===== config.mk =====
export PLATFORM = sky130hd
export DESIGN_NAME = four_channel_micro_dma
export DESIGN_NICKNAME = d
export VERILOG_FILES = /design/src/fcmd_pkg.sv /design/src/fcmd_front.sv /design/src/fcmd_queue.sv /design/src/fcmd_back.sv /design/src/four_channel_micro_dma.sv
export SDC_FILE = /design/constraint.sdc
export NUM_CORES = 1
export LEC_CHECK = 0
export CAP_MARGIN = 40
export CORE_AREA = 2 2 227 318
export DETAILED_ROUTE_END_ITERATION = 8
export DIE_AREA = 0 0 229 320
export DONT_BUFFER_PORTS = 1
export GPL_TIMING_DRIVEN = 0
export PLACE_DENSITY = 0.64
export SLEW_MARGIN = 20
export SYNTH_ARGS = -nofsm -noshare
export SYNTH_HDL_FRONTEND = slang
export SYNTH_SLANG_ARGS = --single-unit

===== constraint.sdc =====
create_clock -name i_clk -period 14.95 [get_ports i_clk]
set_clock_uncertainty 0.15 [all_clocks]
set_input_delay 1.495 -clock i_clk [delete_from_list [all_inputs] [get_ports i_clk]]
set_output_delay 1.495 -clock i_clk [all_outputs]
set_load 0.02 [all_outputs]

===== src/fcmd_pkg.sv =====
`timescale 1ns / 1ps

package fcmd_pkg;

    localparam logic [1:0] OP_WRITE   = 2'd0;
    localparam logic [1:0] OP_READ    = 2'd1;
    localparam logic [1:0] OP_TRIGGER = 2'd2;

    localparam logic [1:0] SZ_BYTE = 2'd0;
    localparam logic [1:0] SZ_WORD = 2'd1;
    localparam logic [1:0] SZ_LONG = 2'd2;
    localparam logic [1:0] SZ_NONE = 2'd3;

    localparam logic [7:0] REG_SHORT_FIRST = 8'h20;
    localparam logic [7:0] REG_SHORT_LAST  = 8'h2F;
    localparam logic [1:0] REG_MODE_LANE   = 2'h2;

    localparam logic [2:0] AM_DEST_UP   = 3'd0;
    localparam logic [2:0] AM_DEST_DOWN = 3'd1;
    localparam logic [2:0] AM_SRC_UP    = 3'd2;
    localparam logic [2:0] AM_SRC_DOWN  = 3'd3;
    localparam logic [2:0] AM_COUNTER   = 3'd5;

    localparam logic [4:0] INT_BASE = 5'd14;
    localparam logic [6:0] VEC_BASE = 7'h7C;

    localparam int QUEUE_DEPTH = 2;

    typedef enum logic [1:0] {
        KIND_ACCESS = 2'd0,
        KIND_COPY   = 2'd1,
        KIND_DONE   = 2'd2,
        KIND_NONE   = 2'd3
    } t_kind;

    typedef enum logic [1:0] {
        CMD_WRITE,
        CMD_READ,
        CMD_TRIGGER,
        CMD_NOP
    } t_cmd_kind;

    typedef enum logic [2:0] {
        TGT_SOURCE,
        TGT_DEST,
        TGT_COUNT,
        TGT_MODE,
        TGT_BAD
    } t_target;

    typedef struct packed {
        logic [1:0]  operation;
        logic [1:0]  access_size;
        logic [7:0]  reg_address;
        logic [31:0] write_data;
        logic [1:0]  channel;
    } t_item;

    typedef struct packed {
        t_kind       result_kind;
        logic [31:0] read_data;
        logic        bad_register;
        logic [31:0] copy_source;
        logic [31:0] copy_dest;
        logic [1:0]  copy_size;
        logic [4:0]  interrupt_number;
        logic [6:0]  vector_address;
        logic        last_result;
    } t_result;

    typedef struct packed {
        t_cmd_kind   kind;
        t_target     target;
        logic [1:0]  channel;
        logic [31:0] data;
    } t_cmd;

endpackage


===== src/fcmd_front.sv =====
`timescale 1ns / 1ps

module fcmd_front #(
    parameter int NUM_CHANNELS = 4
) (
    input  logic           i_in_valid,
    output logic           o_in_ready,
    input  fcmd_pkg::t_item i_item,
    input  logic           i_full,
    output logic           o_push,
    output fcmd_pkg::t_cmd  o_cmd
);
    import fcmd_pkg::*;

    logic       reg_chan_ok;
    logic [1:0] reg_chan;

    assign o_in_ready = !i_full;
    assign o_push     = i_in_valid && !i_full;
    assign reg_chan   = i_item.reg_address[3:2];
    assign reg_chan_ok = (int'(reg_chan) < NUM_CHANNELS);

    always_comb begin
        o_cmd.kind    = CMD_NOP;
        o_cmd.target  = TGT_BAD;
        o_cmd.channel = i_item.channel;
        o_cmd.data    = i_item.write_data;
        case (i_item.operation) inside
            OP_WRITE, OP_READ: begin
                o_cmd.kind    = (i_item.operation == OP_WRITE) ? CMD_WRITE : CMD_READ;
                o_cmd.channel = reg_chan;
                if (reg_chan_ok) begin
                    if (i_item.access_size == SZ_LONG && i_item.reg_address < REG_SHORT_FIRST
                        && i_item.reg_address[1:0] == 2'b00) begin
                        o_cmd.target = i_item.reg_address[4] ? TGT_DEST : TGT_SOURCE;
                    end else if (i_item.access_size == SZ_WORD
                                 && i_item.reg_address >= REG_SHORT_FIRST
                                 && i_item.reg_address <= REG_SHORT_LAST
                                 && i_item.reg_address[1:0] == 2'b00) begin
                        o_cmd.target = TGT_COUNT;
                    end else if (i_item.access_size == SZ_BYTE
                                 && i_item.reg_address >= REG_SHORT_FIRST
                                 && i_item.reg_address <= REG_SHORT_LAST
                                 && i_item.reg_address[1:0] == REG_MODE_LANE) begin
                        o_cmd.target = TGT_MODE;
                    end
                end
            end
            OP_TRIGGER: begin
                if (int'(i_item.channel) < NUM_CHANNELS) begin
                    o_cmd.kind = CMD_TRIGGER;
                end
            end
            default: begin
                o_cmd.kind = CMD_NOP;
            end
        endcase
    end

endmodule


===== src/fcmd_queue.sv =====
`timescale 1ns / 1ps

module fcmd_queue (
    input  logic           i_clk,
    input  logic           i_rst_n,
    input  logic           i_push,
    input  fcmd_pkg::t_cmd  i_cmd,
    output logic           o_full,
    output logic           o_valid,
    input  logic           i_pop,
    output fcmd_pkg::t_cmd  o_cmd
);
    import fcmd_pkg::*;

    localparam int PTR_W = (QUEUE_DEPTH > 1) ? $clog2(QUEUE_DEPTH) : 1;

    t_cmd             r_mem [QUEUE_DEPTH];
    logic [PTR_W-1:0] r_wr_ptr;
    logic [PTR_W-1:0] r_rd_ptr;
    logic [PTR_W:0]   r_count;

    assign o_full  = (r_count == (PTR_W + 1)'(QUEUE_DEPTH));
    assign o_valid = (r_count != '0);
    assign o_cmd   = r_mem[r_rd_ptr];

    always_ff @(posedge i_clk) begin
        if (!i_rst_n) begin
            r_wr_ptr <= '0;
            r_rd_ptr <= '0;
            r_count  <= '0;
        end else begin
            if (i_push) begin
                r_wr_ptr <= (r_wr_ptr == PTR_W'(QUEUE_DEPTH - 1)) ? '0 : r_wr_ptr + 1'b1;
            end
            if (i_pop) begin
                r_rd_ptr <= (r_rd_ptr == PTR_W'(QUEUE_DEPTH - 1)) ? '0 : r_rd_ptr + 1'b1;
            end
            if (i_push && !i_pop) begin
                r_count <= r_count + 1'b1;
            end else if (i_pop && !i_push) begin
                r_count <= r_count - 1'b1;
            end
        end
    end

    always_ff @(posedge i_clk) begin
        if (i_push) begin
            r_mem[r_wr_ptr] <= i_cmd;
        end
    end

endmodule


===== src/fcmd_back.sv =====
`timescale 1ns / 1ps

module fcmd_back #(
    parameter int NUM_CHANNELS = 4
) (
    input  logic             i_clk,
    input  logic             i_rst_n,
    input  logic             i_valid,
    input  fcmd_pkg::t_cmd    i_cmd,
    output logic             o_pop,
    output logic             o_out_valid,
    input  logic             i_out_ready,
    output fcmd_pkg::t_result o_result
);
    import fcmd_pkg::*;

    localparam int CH_W = (NUM_CHANNELS > 1) ? $clog2(NUM_CHANNELS) : 1;

    logic [31:0] r_src  [NUM_CHANNELS];
    logic [31:0] r_dst  [NUM_CHANNELS];
    logic [15:0] r_cnt  [NUM_CHANNELS];
    logic [7:0]  r_mode [NUM_CHANNELS];

    logic        r_out_valid;
    t_result     r_out;
    logic        r_pend;
    logic [1:0]  r_pend_ch;

    logic [CH_W-1:0] idx;
    logic [31:0]     cur_src;
    logic [31:0]     cur_dst;
    logic [15:0]     cur_cnt;
    logic [7:0]      cur_mode;
    logic [2:0]      am;
    logic [1:0]      sz;
    logic [31:0]     step;
    logic            can_load;
    logic            wr_src, wr_dst, wr_cnt, wr_mode;
    logic [31:0]     n_src;
    logic [31:0]     n_dst;
    logic [15:0]     n_cnt;
    logic [7:0]      n_mode;
    logic            n_pend;
    logic            done;
    t_result         n_res;

    function automatic t_result done_result(input logic [1:0] ch);
        t_result r;
        r = '0;
        r.result_kind      = KIND_DONE;
        r.interrupt_number = INT_BASE + 5'(ch);
        r.vector_address   = VEC_BASE + 7'(ch);
        r.last_result      = 1'b1;
        return r;
    endfunction

    assign idx      = i_cmd.channel[CH_W-1:0];
    assign cur_src  = r_src[idx];
    assign cur_dst  = r_dst[idx];
    assign cur_cnt  = r_cnt[idx];
    assign cur_mode = r_mode[idx];
    assign am       = cur_mode[4:2];
    assign sz       = cur_mode[1:0];
    assign step     = 32'd1 << sz;
    assign done     = (cur_cnt == 16'd1);

    assign can_load    = !r_out_valid || i_out_ready;
    assign o_pop       = i_valid && can_load && !r_pend;
    assign o_out_valid = r_out_valid;
    assign o_result    = r_out;

    always_comb begin
        wr_src  = 1'b0;
        wr_dst  = 1'b0;
        wr_cnt  = 1'b0;
        wr_mode = 1'b0;
        n_src   = i_cmd.data;
        n_dst   = i_cmd.data;
        n_cnt   = i_cmd.data[15:0];
        n_mode  = i_cmd.data[7:0];
        n_pend  = 1'b0;
        n_res   = '0;
        n_res.result_kind = KIND_NONE;
        n_res.last_result = 1'b1;
        unique case (i_cmd.kind)
            CMD_WRITE: begin
                n_res.result_kind  = KIND_ACCESS;
                n_res.bad_register = (i_cmd.target == TGT_BAD);
                unique case (i_cmd.target)
                    TGT_SOURCE: wr_src  = 1'b1;
                    TGT_DEST:   wr_dst  = 1'b1;
                    TGT_COUNT:  wr_cnt  = 1'b1;
                    TGT_MODE:   wr_mode = 1'b1;
                    default:    wr_src  = 1'b0;
                endcase
            end
            CMD_READ: begin
                n_res.result_kind  = KIND_ACCESS;
                n_res.bad_register = (i_cmd.target == TGT_BAD);
                unique case (i_cmd.target)
                    TGT_SOURCE: n_res.read_data = cur_src;
                    TGT_DEST:   n_res.read_data = cur_dst;
                    TGT_COUNT:  n_res.read_data = {16'd0, cur_cnt};
                    TGT_MODE:   n_res.read_data = {24'd0, cur_mode};
                    default:    n_res.read_data = '0;
                endcase
            end
            CMD_TRIGGER: begin
                if (cur_cnt != 16'd0 && am <= AM_COUNTER) begin
                    wr_cnt = 1'b1;
                    n_cnt  = cur_cnt - 16'd1;
                    if (am == AM_COUNTER) begin
                        wr_src = 1'b1;
                        n_src  = cur_src + 32'd1;
                    end else if (sz != SZ_NONE) begin
                        unique case (am)
                            AM_DEST_UP: begin
                                wr_dst = 1'b1;
                                n_dst  = cur_dst + step;
                            end
                            AM_DEST_DOWN: begin
                                wr_dst = 1'b1;
                                n_dst  = cur_dst - step;
                            end
                            AM_SRC_UP: begin
                                wr_src = 1'b1;
                                n_src  = cur_src + step;
                            end
                            AM_SRC_DOWN: begin
                                wr_src = 1'b1;
                                n_src  = cur_src - step;
                            end
                            default: wr_src = 1'b0;
                        endcase
                    end
                    if (am != AM_COUNTER && sz != SZ_NONE) begin
                        n_res.result_kind = KIND_COPY;
                        n_res.copy_source = cur_src;
                        n_res.copy_dest   = cur_dst;
                        n_res.copy_size   = sz;
                        n_res.last_result = !done;
                        n_pend            = done;
                    end else if (done) begin
                        n_res = done_result(i_cmd.channel);
                    end
                end
            end
            default: begin
                n_res.result_kind = KIND_NONE;
            end
        endcase
    end

    always_ff @(posedge i_clk) begin
        if (!i_rst_n) begin
            r_out_valid <= 1'b0;
            r_pend      <= 1'b0;
            for (int i = 0; i < NUM_CHANNELS; i++) begin
                r_src[i]  <= '0;
                r_dst[i]  <= '0;
                r_cnt[i]  <= '0;
                r_mode[i] <= '0;
            end
        end else begin
            if (r_pend && can_load) begin
                r_out_valid <= 1'b1;
                r_pend      <= 1'b0;
            end else if (o_pop) begin
                r_out_valid <= 1'b1;
                r_pend      <= n_pend;
            end else if (i_out_ready) begin
                r_out_valid <= 1'b0;
            end
            if (o_pop && wr_src) begin
                r_src[idx] <= n_src;
            end
            if (o_pop && wr_dst) begin
                r_dst[idx] <= n_dst;
            end
            if (o_pop && wr_cnt) begin
                r_cnt[idx] <= n_cnt;
            end
            if (o_pop && wr_mode) begin
                r_mode[idx] <= n_mode;
            end
        end
    end

    always_ff @(posedge i_clk) begin
        if (r_pend && can_load) begin
            r_out <= done_result(r_pend_ch);
        end else if (o_pop) begin
            r_out     <= n_res;
            r_pend_ch <= i_cmd.channel;
        end
    end

endmodule


===== src/four_channel_micro_dma.sv =====
`timescale 1ns / 1ps
// Four-channel micro DMA controller.
// The input channel (i_in_valid, o_in_ready, i_item) carries one transaction per
// register write, register read or channel trigger. The output channel
// (o_out_valid, i_out_ready, o_result) returns one or two results for each
// transaction, in order, with last_result set on the final one.
// Accepted transactions are decoded and placed in a two-entry queue; the
// execution stage then takes one transaction per cycle from that queue while
// its output register is free. A result is loaded into the output register once
// its transaction has passed through the queue, and is held until the receiver
// takes it. Throughput is one transaction per cycle while the output is not
// stalled, except that a trigger which both copies and completes holds the queue
// until its second result is loaded, because the execution stage has a single output register.
// When the receiver holds i_out_ready low the result stays in the output
// register, the queue fills, and o_in_ready falls once both entries are used.
// A synchronous reset on i_rst_n empties the queue, drops any pending result
// and clears every channel's addresses, count and mode to zero.
module four_channel_micro_dma #(
    parameter int NUM_CHANNELS = 4
) (
    input  logic              i_clk,
    input  logic              i_rst_n,
    input  logic              i_in_valid,
    output logic              o_in_ready,
    input  fcmd_pkg::t_item    i_item,
    output logic              o_out_valid,
    input  logic              i_out_ready,
    output fcmd_pkg::t_result  o_result
);
    import fcmd_pkg::*;

    t_cmd front_cmd;
    t_cmd head_cmd;
    logic push;
    logic full;
    logic head_valid;
    logic pop;

    fcmd_front #(
        .NUM_CHANNELS(NUM_CHANNELS)
    ) u_front (
        .i_in_valid (i_in_valid),
        .o_in_ready (o_in_ready),
        .i_item     (i_item),
        .i_full     (full),
        .o_push     (push),
        .o_cmd      (front_cmd)
    );

    fcmd_queue u_queue (
        .i_clk   (i_clk),
        .i_rst_n (i_rst_n),
        .i_push  (push),
        .i_cmd   (front_cmd),
        .o_full  (full),
        .o_valid (head_valid),
        .i_pop   (pop),
        .o_cmd   (head_cmd)
    );

    fcmd_back #(
        .NUM_CHANNELS(NUM_CHANNELS)
    ) u_back (
        .i_clk       (i_clk),
        .i_rst_n     (i_rst_n),
        .i_valid     (head_valid),
        .i_cmd       (head_cmd),
        .o_pop       (pop),
        .o_out_valid (o_out_valid),
        .i_out_ready (i_out_ready),
        .o_result    (o_result)
    );

endmodule


### Word-level counts from Yosys, hierarchy flattened

Memory sizes are Yosys's and may differ from the RTL's. A register that Yosys moved wholly into a read port is not among the register bits.
Index checks and enable logic that the tools add are counted.

| word-level totals | value |
|---|---|
| flip-flop bits (word level) | 122 |
| memory bits (writable) | 430 |
| output and inout port bits | 116 |
| memories | 5 |

| operators by class | value |
|---|---|
| add/sub/neg operators | 14 |
| magnitude comparators | 4 |
| equality and inequality tests | 19 |
| shift-type cells | 1 |
| muxes and demuxes | 90 |
| bitwise logic cells | 2 |
| reduce and logical (&&, ||, !) cells | 48 |

Memories:

| memory | depth | width | rd ports | clocked after memory_dff | write ports | RTL line | text |
|---|---|---|---|---|---|---|---|
| u_back.r_dst | 4 | 32 | 1 | 0 | 4 | fcmd_back.sv:20 | `logic [31:0] r_dst [NUM_CHANNELS];` |
| u_back.r_src | 4 | 32 | 1 | 0 | 4 | fcmd_back.sv:19 | `logic [31:0] r_src [NUM_CHANNELS];` |
| u_queue.r_mem | 2 | 39 | 1 | 1 | 1 | fcmd_queue.sv:17 | `t_cmd r_mem [QUEUE_DEPTH];` |
| u_back.r_cnt | 4 | 16 | 1 | 0 | 4 | fcmd_back.sv:21 | `logic [15:0] r_cnt [NUM_CHANNELS];` |
| u_back.r_mode | 4 | 8 | 1 | 0 | 4 | fcmd_back.sv:22 | `logic [7:0] r_mode [NUM_CHANNELS];` |

Operators with widths:

| kind | count |
|---|---|
| $mux W32 | 10 |
| $pmux W32 S2 | 3 |
| $pmux W32 S4 | 1 |
| $mux W114 | 1 |
| $mux W113 | 1 |
| $mux W79 | 1 |
| $mux W66 | 1 |
| $add A32 B32 Y32 | 2 |
| $reduce_or A32 Y1 | 2 |
| $sub A32 B32 Y32 | 2 |
| $mux W16 | 3 |
| $mux W1 | 47 |
| $mux W33 | 1 |
| $add A32 B1 Y32 const B | 1 |
| $shl A1 B2 Y32 const A | 1 |
| $mux W13 | 2 |
| $logic_and A1 B1 Y1 | 20 |
| $eq A16 B1 Y1 const B | 1 |
| $mux W2 | 8 |
| $reduce_bool A16 Y1 | 1 |
| $reduce_or A16 Y1 | 1 |
| $sub A16 B1 Y16 const B | 1 |
| $eq A3 B2 Y1 const B | 4 |
| $mux W12 | 1 |
| 30 further kinds | 62 |

### Longest topological paths before layout

Gate-level depths: netlist of the first run.
An unclocked memory read counts as a cell.

| logic depth | value |
|---|---|
| depth in word-level cells | 14 |
| mapped depth | 23 |

### Cells and area by module

From an unflattened synthesis of the first run, not the netlist that was laid out.

| unflattened totals | value |
|---|---|
| cell total of the unflattened synthesis | 2396 |
| area total of the unflattened synthesis | 27931.8 um2 |

Modules (own cells, without submodules):

| module | instances | cells each | area an instance (um2) |
|---|---|---|---|
| fcmd_back | 1 | 2205 | 24531.0 |
| fcmd_queue | 1 | 143 | 3031.7 |
| fcmd_front | 1 | 48 | 369.1 |

### Least setup slack after synthesis of the first run

Ideal clock, no wire load.

| timing | value |
|---|---|
| path kind | register to register |
| from | register with a tool-made name |
| to | memory u_back.r_src[3][0] (enable) |
| library setup time | 470 ps |
| arrival | 5487 ps |
| required time | 14330 ps |
| slack | 8843 ps |
| cell stages (with the launch flop) | 17 |
| period minus slack after synthesis | 6107 ps |
| cells stage by stage | dfxtp_1 > buf_6 > mux2i_4 > inv_4 > buf_6 > buf_6 > buf_6 > buf_2 > mux4_2 > inv_1 > ha_1 > and3b_1 > nand4_1 > nand2_1 > a21oi_1 > nor2_1 > o31ai_1 |

RTL lines:

| what | RTL line |
|---|---|
| end, declared | fcmd_back.sv:19 |

==> summary.md, run 1 <==
| Metric | Value |
|---|---|
| DRT antenna net count | `0` |
| Synth cell count leaders | `edfxtp_1, nor2_1, nand2_1` |
| Drt first pass iters | `6` |
| Wire per inst | `29.0 um` |
| Crit Path Max Fanout | `10` |
| PostCTS Resize Cnt | `0` |
| Core area | `70200 um2` |
| Worst slack at placement | `6.89 ns` |
| CP dominant cell by count | `buf_6` |
| Area Growth Syn to Fin | `13.5%` |
| Final Worst Setup Slack | `6.76 ns` |
| Via density | `6.11` |
| Antenna violations before repair | `1` |
| Clock buffer depth | `3` |
| Hpwl dp | `77200 um` |
| Hold Crit Depth | `2` |
| Slew Viols, Final | `0` |
| Sequential share of the synthesized area | `0.547` |
| Clock sinks | `545` |
| Post-CTS setup buffers | `0` |
| YS warnings | `0` |
| Crit-path slowest cell | `buf_1` |
| Synth async-reset ratio | `0` |
| Pwr/cell area | `181 nW/um2` |
| Root buffer cell | `clkbuf_16` |
| Port bufs | `0` |
| Lkg Pwr | `0.0120 uW` |
| Most frequent cell after synthesis | `edfxtp_1` |
| GRT overflow | `0` |
| Fmax | `122 MHz` |
| Synth area leader | `edfxtp_1` |
| Reg-to-Reg End | `u_back.r_dst[3][31]` |
| CP Capture Type | `flop` |
| Post-Route WL | `101000 um` |
| Util after Layout | `0.451` |
| CP bufs+invs | `9` |
| Number of global-route vias before repair | `21100` |
| Die H | `320 um` |
| Final min period | `8.19 ns` |
| Fin nets | `2636` |
| Fin cells | `3502` |
| Hold Vio Cnt, Final | `0` |
| # placed instances | `3397` |
| Seq cells post-synth | `545` |
| R2r setup slk | `6.76 ns` |
| Clock latency on the worst-skew pair | `0.65 ns` |
| WS Path Type | `flop to flop` |
| Crit-path cells | `buf_6 > mux2i_4 > inv_4 > buf_6 > buf_6 > buf_6 > buf_2 > buf_2 > buf_2 > buf_1 > mux2i_1 > o21ai_0 > ha_1 > o21a_1 > o211ai_1 > a21oi_1 > o311ai_1 > a31oi_1 > a21oi_1 > o311ai_1 > xnor2_1 > o32ai_1` |
| Setup-failing EPs final | `0` |
| Post-synth EDFFs | `436` |
| Post-synth top area share | `0.469` |
| # fillers | `6573` |
| CTS Hold Bufs | `0` |
| Number of diodes | `0` |
| Least-Margin Pin Slew | `0.940 ns` |
| Syn Nets | `2525` |
| Total number of vias | `21400` |
| IO Count | `166` |
| Fraction of layout cells with a size suffix above 1 | `0.143` |
| Hold slack | `0.365 ns` |
| Post-Syn Area | `27900 um2` |
| Worst path arrival time | `8.49 ns` |
| Dominant synthesized flop cell | `edfxtp_1` |
| Synth area leaders | `edfxtp_1, dfxtp_1, mux4_2` |
| Max VDD drop | `0.130 mV` |
| GR Util All Layers | `0.272` |
| Cells on worst reg2reg path | `22` |
| Syn avg cell area | `11.6 um2` |
| First-pass GRT wire length | `145000 um` |
| DRC viols | `0` |
| Global placer's final weighted congestion | `0.975` |
| Crit path largest cell delay | `0.72 ns` |
| WHS Endpoint | `u_queue.r_count[1]` |
| Post-synth cell types | `84` |
| MaxCap Viol Count | `0` |
| Fin crit share | `0.548` |
| Hold path startpoint | `u_queue.r_count[1]` |
| CP Launch Type | `flop` |
| RSZ-0062 raised after global routing | `false` |
| Worst min-delay path class | `flop to flop` |
| # rows | `115` |
| Largest net degree at the start of global routing | `28` |
| Worst-path clk slew | `0.06 ns` |
| Slew headroom | `0.370` |
| Status | `completed` |
| Setup TNS | `0 ns` |
| Die Wd | `229 um` |
| Inserted Clock Buffers | `54` |
| Mapped Cells | `2409` |
| CP required | `15.25 ns` |
| Starting Density | `0.398` |
| H-Tree Depth | `2` |
| Iter 0 DRT Violations | `2566` |
| Die Area | `73300 um2` |
| Critical path's top delay family | `buffers and inverters` |
| CTS tree | `done` |
## sequential cells by signal, summed over array words and instances (netlist names), named ones only
name                flops
u_queue.r_mem          78
u_back.r_pend_ch        2
u_back.r_dst          128
u_back.r_mode          32
u_back.r_src          128
u_back.o_result       106
u_back.r_cnt           64
u_queue.r_rd_ptr        1
u_back.r_pend           1
u_back.o_out_valid      1
u_queue.r_wr_ptr        1
u_queue.r_count         2
## where the power goes
group | internal (uW) | total [uW] | switching, uW
Clock | 807 | 1450 | 640
Combinational | 735 | 2250 | 1520
Sequential | 1820 | 2020 | 201
## placed cells by master, fill, tap and decap left out, types with 61 or more instances in the layout
cell type  count
nand2_1      185
dfxtp_1      109
o21ai_0      114
a22o_1        79
clkbuf_1      64
nor3_1        64
mux4_2        83
inv_1         61
edfxtp_1     436
ha_1          64
a21oi_1       85
nor2_1       364
mux2i_1       68
## per-stage QoR
step / cell area [um2] / power (uW)
after floorplan: 27900 / 3390
after global placement: 29100 / 4160
after detailed placement: 29800 / 4250
after CTS: 31700 / 5690
after global routing: 31700 / 5910
final: 31700 / 5720
## logic make-up after synthesis
family,synth area share
buffers and inverters,0.0339
adder cells (fa/ha/maj),0.0301
AND/OR/NAND/NOR,0.134
flip-flops,0.547
XOR/XNOR,0.0270
AO/OA/AOI/OAI,0.124
multiplexers,0.105
## metal layers
layer | vias up | share of wire | global-route usage
met1 | 10600 | 0.36 | 0.322
met4 | 2 | 0.070 | 0.166
met5 | - | 0.00013 | 0
met3 | 294 | 0.090 | 0.0485
met2 | 1226 | 0.48 | 0.460
li1 | 9268 | - | -
## worst min-delay path, stage by stage (launching register included)
cell and delay (ns):
dfxtp_1 0.33, o21ai_0 0.08, a21oi_1 0.06
## how the worst max path moves through the flow
stage	endpoint	slack [ns]	depth (start not counted)
after floorplan	u_back.r_src[3][0]	8.84	16
after global placement	u_back.r_src[3][25]	4.31	16
after detailed placement	u_back.r_dst[3][31]	6.89	22
after CTS	u_back.r_dst[3][31]	6.86	22
after global routing	u_back.r_src[2][29]	6.64	22
final	u_back.r_dst[3][31]	6.76	22
## layout make-up
| type | count | area, um2 | share of cell area |
|---|---|---|---|
| well taps | 936 | 1170 | 0.0369 |
| clock inverters | 38 | 392 | 0.0124 |
| flip-flops and latches | 545 | 15300 | 0.482 |
| clock buffers | 64 | 1460 | 0.0461 |
| multi-input cells | 1663 | 11800 | 0.372 |
| plain buffers | 138 | 704 | 0.0222 |
| inverters | 63 | 241 | 0.00762 |
| repair buffers | 55 | 658 | 0.0208 |
Note: power is estimated with default switching activity, not from simulation.
==> inputs of run 2 (changes only) <==
ABC_AREA = 1   (was not set)
CORE_AREA = 2 2 231 324   (was 2 2 227 318)
DIE_AREA = 0 0 233 326   (was 0 0 229 320)
clock period = 8.2 ns   (was 14.95 ns; I/O delays follow)
==> summary.md, run 2 <==
| Metric | Value |
|---|---|
| CTS Hold Bufs | `0 (unchanged)` |
| Core area | `73400 um2 (+4.5%)` |
| Synth area leaders | `edfxtp_1, nand2_1, dfxtp_1` |
| Via density | `5.67 (-7.2%)` |
| Synth async-reset ratio | `0 (unchanged)` |
| MaxCap Viol Count | `0 (unchanged)` |
| Setup TNS | `0 ns (unchanged)` |
| R2r setup slk | `1.80 ns (-4.95 ns)` |
| Wire per inst | `26.1 um (-9.8%)` |
| Syn avg cell area | `8.56 um2 (-26%)` |
| Crit Path Max Fanout | `10 (unchanged)` |
| IO Count | `166 (unchanged)` |
| DRC viols | `0 (unchanged)` |
| GRT overflow | `0 (unchanged)` |
| Lkg Pwr | `0.0133 uW (+12%)` |
| CP required | `8.40 ns (-6.85 ns)` |
| Synth area leader | `edfxtp_1` |
| Total number of vias | `25300 (+18%)` |
| Iter 0 DRT Violations | `2937 (+14%)` |
| # rows | `118 (+2.6%)` |
| Pwr/cell area | `435 nW/um2 (+140%)` |
| CP Launch Type | `flop` |
| PostCTS Resize Cnt | `0 (unchanged)` |
| Die H | `326 um (+1.9%)` |
| Cells on worst reg2reg path | `25 (+14%)` |
| Inserted Clock Buffers | `52 (-3.7%)` |
| Status | `completed` |
| Fin nets | `3579 (+36%)` |
| Most frequent cells in the layout | `nand2_1, nor2_1, edfxtp_1` |
| Most frequent cell after synthesis | `nand2_1` |
| Tot Pwr | `14100 uW (+150%)` |
| Starting Density | `0.394 (-0.00371)` |
| H-Tree Depth | `2 (unchanged)` |
| Post-Syn Area | `28900 um2 (+3.5%)` |
| Combinational power share | `0.548 (+0.154)` |
| Fmax | `156 MHz (+28%)` |
| DRT antenna net count | `0 (unchanged)` |
| Antenna violations before repair | `3 (+2)` |
| Slew headroom | `0.300 (-0.0699)` |
| CP endpoint | `u_back.r_src[3][22]` |
| Max VDD drop | `0.265 mV (+100%)` |
| Clock buffer depth | `3 (unchanged)` |
| Fraction of layout cells with a size suffix above 1 | `0.0810 (-0.0620)` |
| Syn Nets | `3493 (+38%)` |
| Number of global-route vias before repair | `24300 (+15%)` |
| Sequential share of the synthesized area | `0.528 (-0.0186)` |
| Worst min-delay path class | `input port to flop` |
| Final min period | `6.40 ns (-1.80 ns)` |
| Worst path arrival time | `6.60 ns (-1.89 ns)` |
| Area Growth Syn to Fin | `12.4%` |
| Port bufs | `0 (unchanged)` |
| Worst-path clk slew | `0.07 ns (about the same)` |
| Clock sinks | `545 (unchanged)` |
| Dominant synthesized flop cell | `edfxtp_1` |
| Register share of total power | `0.265 (-0.088)` |
| RSZ-0062 raised after global routing | `false` |
| Die Wd | `233 um (+1.7%)` |
| CTS tree | `done` |
| Sw power | `7370 uW (+210%)` |
| Reg-to-Reg End | `u_back.r_src[3][22]` |
| Switch share | `0.521 (+0.109)` |
| Slew Viols, Final | `0 (unchanged)` |
| Clk network pwr share | `0.188 (-0.065)` |
| Synth cell count leaders | `nand2_1, nor2_1, edfxtp_1` |
| Commonest non-fill, non-tap cell in the layout | `nand2_1` |
| Fin crit share | `0.780 (+0.232)` |
| Int Pwr | `6770 uW (+100%)` |
| Setup-failing EPs final | `0 (unchanged)` |
| Post-synth cell types | `57 (-32%)` |
| Least-Margin Pin Slew | `1.05 ns (+0.110 ns)` |
| Drt first pass iters | `9 (+3)` |
| # fillers | `7133 (+8.5%)` |
| Root buffer cell | `clkbuf_16` |
| Clock latency on the worst-skew pair | `0.65 ns (about the same)` |
| Mapped Cells | `3377 (+40%)` |
| WS Path Type | `flop to flop` |
| CP Capture Type | `flop` |
| Hold path startpoint | `i_item[25]` |
| Post-CTS setup buffers | `0 (unchanged)` |
| Largest net degree at the start of global routing | `27 (-3.6%)` |
| Die Area | `76000 um2 (+3.7%)` |
| GR Util All Layers | `0.304 (+0.0317)` |
| Hold slack | `0.117 ns (-0.248 ns)` |
| Global placer's final weighted congestion | `1.02 (+4.7%)` |
| YS warnings | `0 (unchanged)` |
| Post-synth EDFFs | `436 (unchanged)` |
| Post-synth top area share | `0.453 (-0.0160)` |
| Hpwl dp | `90600 um (+17%)` |
| First-pass GRT wire length | `165000 um (+14%)` |
| Post-Route WL | `117000 um (+15%)` |
| Hold Vio Cnt, Final | `0 (unchanged)` |
| Seq cells post-synth | `545 (unchanged)` |
## run 2: cell count changes in the layout (fill, tap and decap cells not counted), moves of 27 or more
cell / before / now
mux4_2: 83 / 0
a21o_1: 40 / 7
a22o_1: 79 / 34
a21oi_1: 85 / 196
mux2i_1: 68 / 3
mux2_2: 27 / 0
nand3_1: 34 / 145
nand2_1: 185 / 818
inv_1: 61 / 373
nor2_1: 364 / 449
o21ai_0: 114 / 220
## run 2: cells by family after synthesis
group | after synthesis | synth area share
xor+xnor | 60 | 0.0182
simple gates | 1569 | 0.224
compound gates | 607 | 0.124
mux | 3 | 0.00104
fa+ha+maj | 66 | 0.0291
flops | 545 | 0.528
buf+inv | 527 | 0.0753
## run 2: cell type report
type / count / area [um2] / area share
antenna: 2 / 5.00 / 0.000154
timing repair buffer: 32 / 453 / 0.0139
sequential: 545 / 15300 / 0.470
buffer: 142 / 726 / 0.0223
clock inverter: 34 / 473 / 0.0146
multi-input combinational: 2305 / 11500 / 0.354
inverter: 385 / 1450 / 0.0446
clock buffer: 64 / 1390 / 0.0428
tap: 960 / 1200 / 0.0370
## run 2: worst min path at each step
stage | endpoint | slack (ns) | cells past startpoint
floorplan | flop | 0.28 | 1
global placement | u_queue.r_rd_ptr | 0.29 | 1
detailed placement | u_queue.r_rd_ptr | 0.30 | 1
CTS | u_queue.r_mem[0][6] | 0.08 | 0
global route | u_queue.r_mem[1][4] | 0.09 | 0
finish | u_queue.r_mem[1][23] | 0.12 | 0
## run 2: worst max-delay path, stage by stage, from the launching register on
cell,delay (ns)
dfxtp_1,0.31
buf_6,0.14
o21ai_4,0.35
nor2_4,0.06
buf_6,0.16
buf_6,0.17
inv_4,0.23
o22ai_1,0.13
inv_2,0.07
nand2_2,0.18
nor2_1,0.52
inv_1,0.13
o21ai_0,0.29
inv_1,0.11
fa_1,0.47
nand3b_1,0.18
nand2_1,0.11
a21oi_1,0.13
o21ai_0,0.45
a21boi_0,0.34
o21ai_0,0.51
nand2_1,0.14
nand3_1,0.10
nand3_1,0.20
nand3_1,0.34
a21oi_1,0.11
## run 2: metrics by stage
step / setup slack (ns) / util / area [um2] / std cells
6_report: 1.80 / 0.443 / 32500 / 4469
5_1_grt: 1.57 / 0.443 / 32500 / 4467
4_1_cts: 1.90 / 0.442 / 32500 / 4464
3_5_place_dp: 1.96 / 0.417 / 30600 / 4366
3_3_place_gp: 1.56 / 0.410 / 30100 / 4337
2_1_floorplan: 3.77 / - / 28900 / 3377
## run 2: layer usage
layer | up-vias | track usage | part of all wire
met1 | 11900 | 0.336 | 0.34
li1 | 11500 | - | -
met3 | 467 | 0.0750 | 0.096
met5 | - | 0 | 0.00039
met2 | 1443 | 0.500 | 0.47
met4 | 6 | 0.232 | 0.094
## run 2: power by group through the flow
stage          combinational, uW  clock, uW  sequential, uW
2_1_floorplan               4470          0            3700
3_3_place_gp                7350          0            3800
3_5_place_dp                7470          0            3800
4_1_cts                     7500       2660            3740
5_1_grt                     8150       2750            3770
6_report                    7750       2650            3740
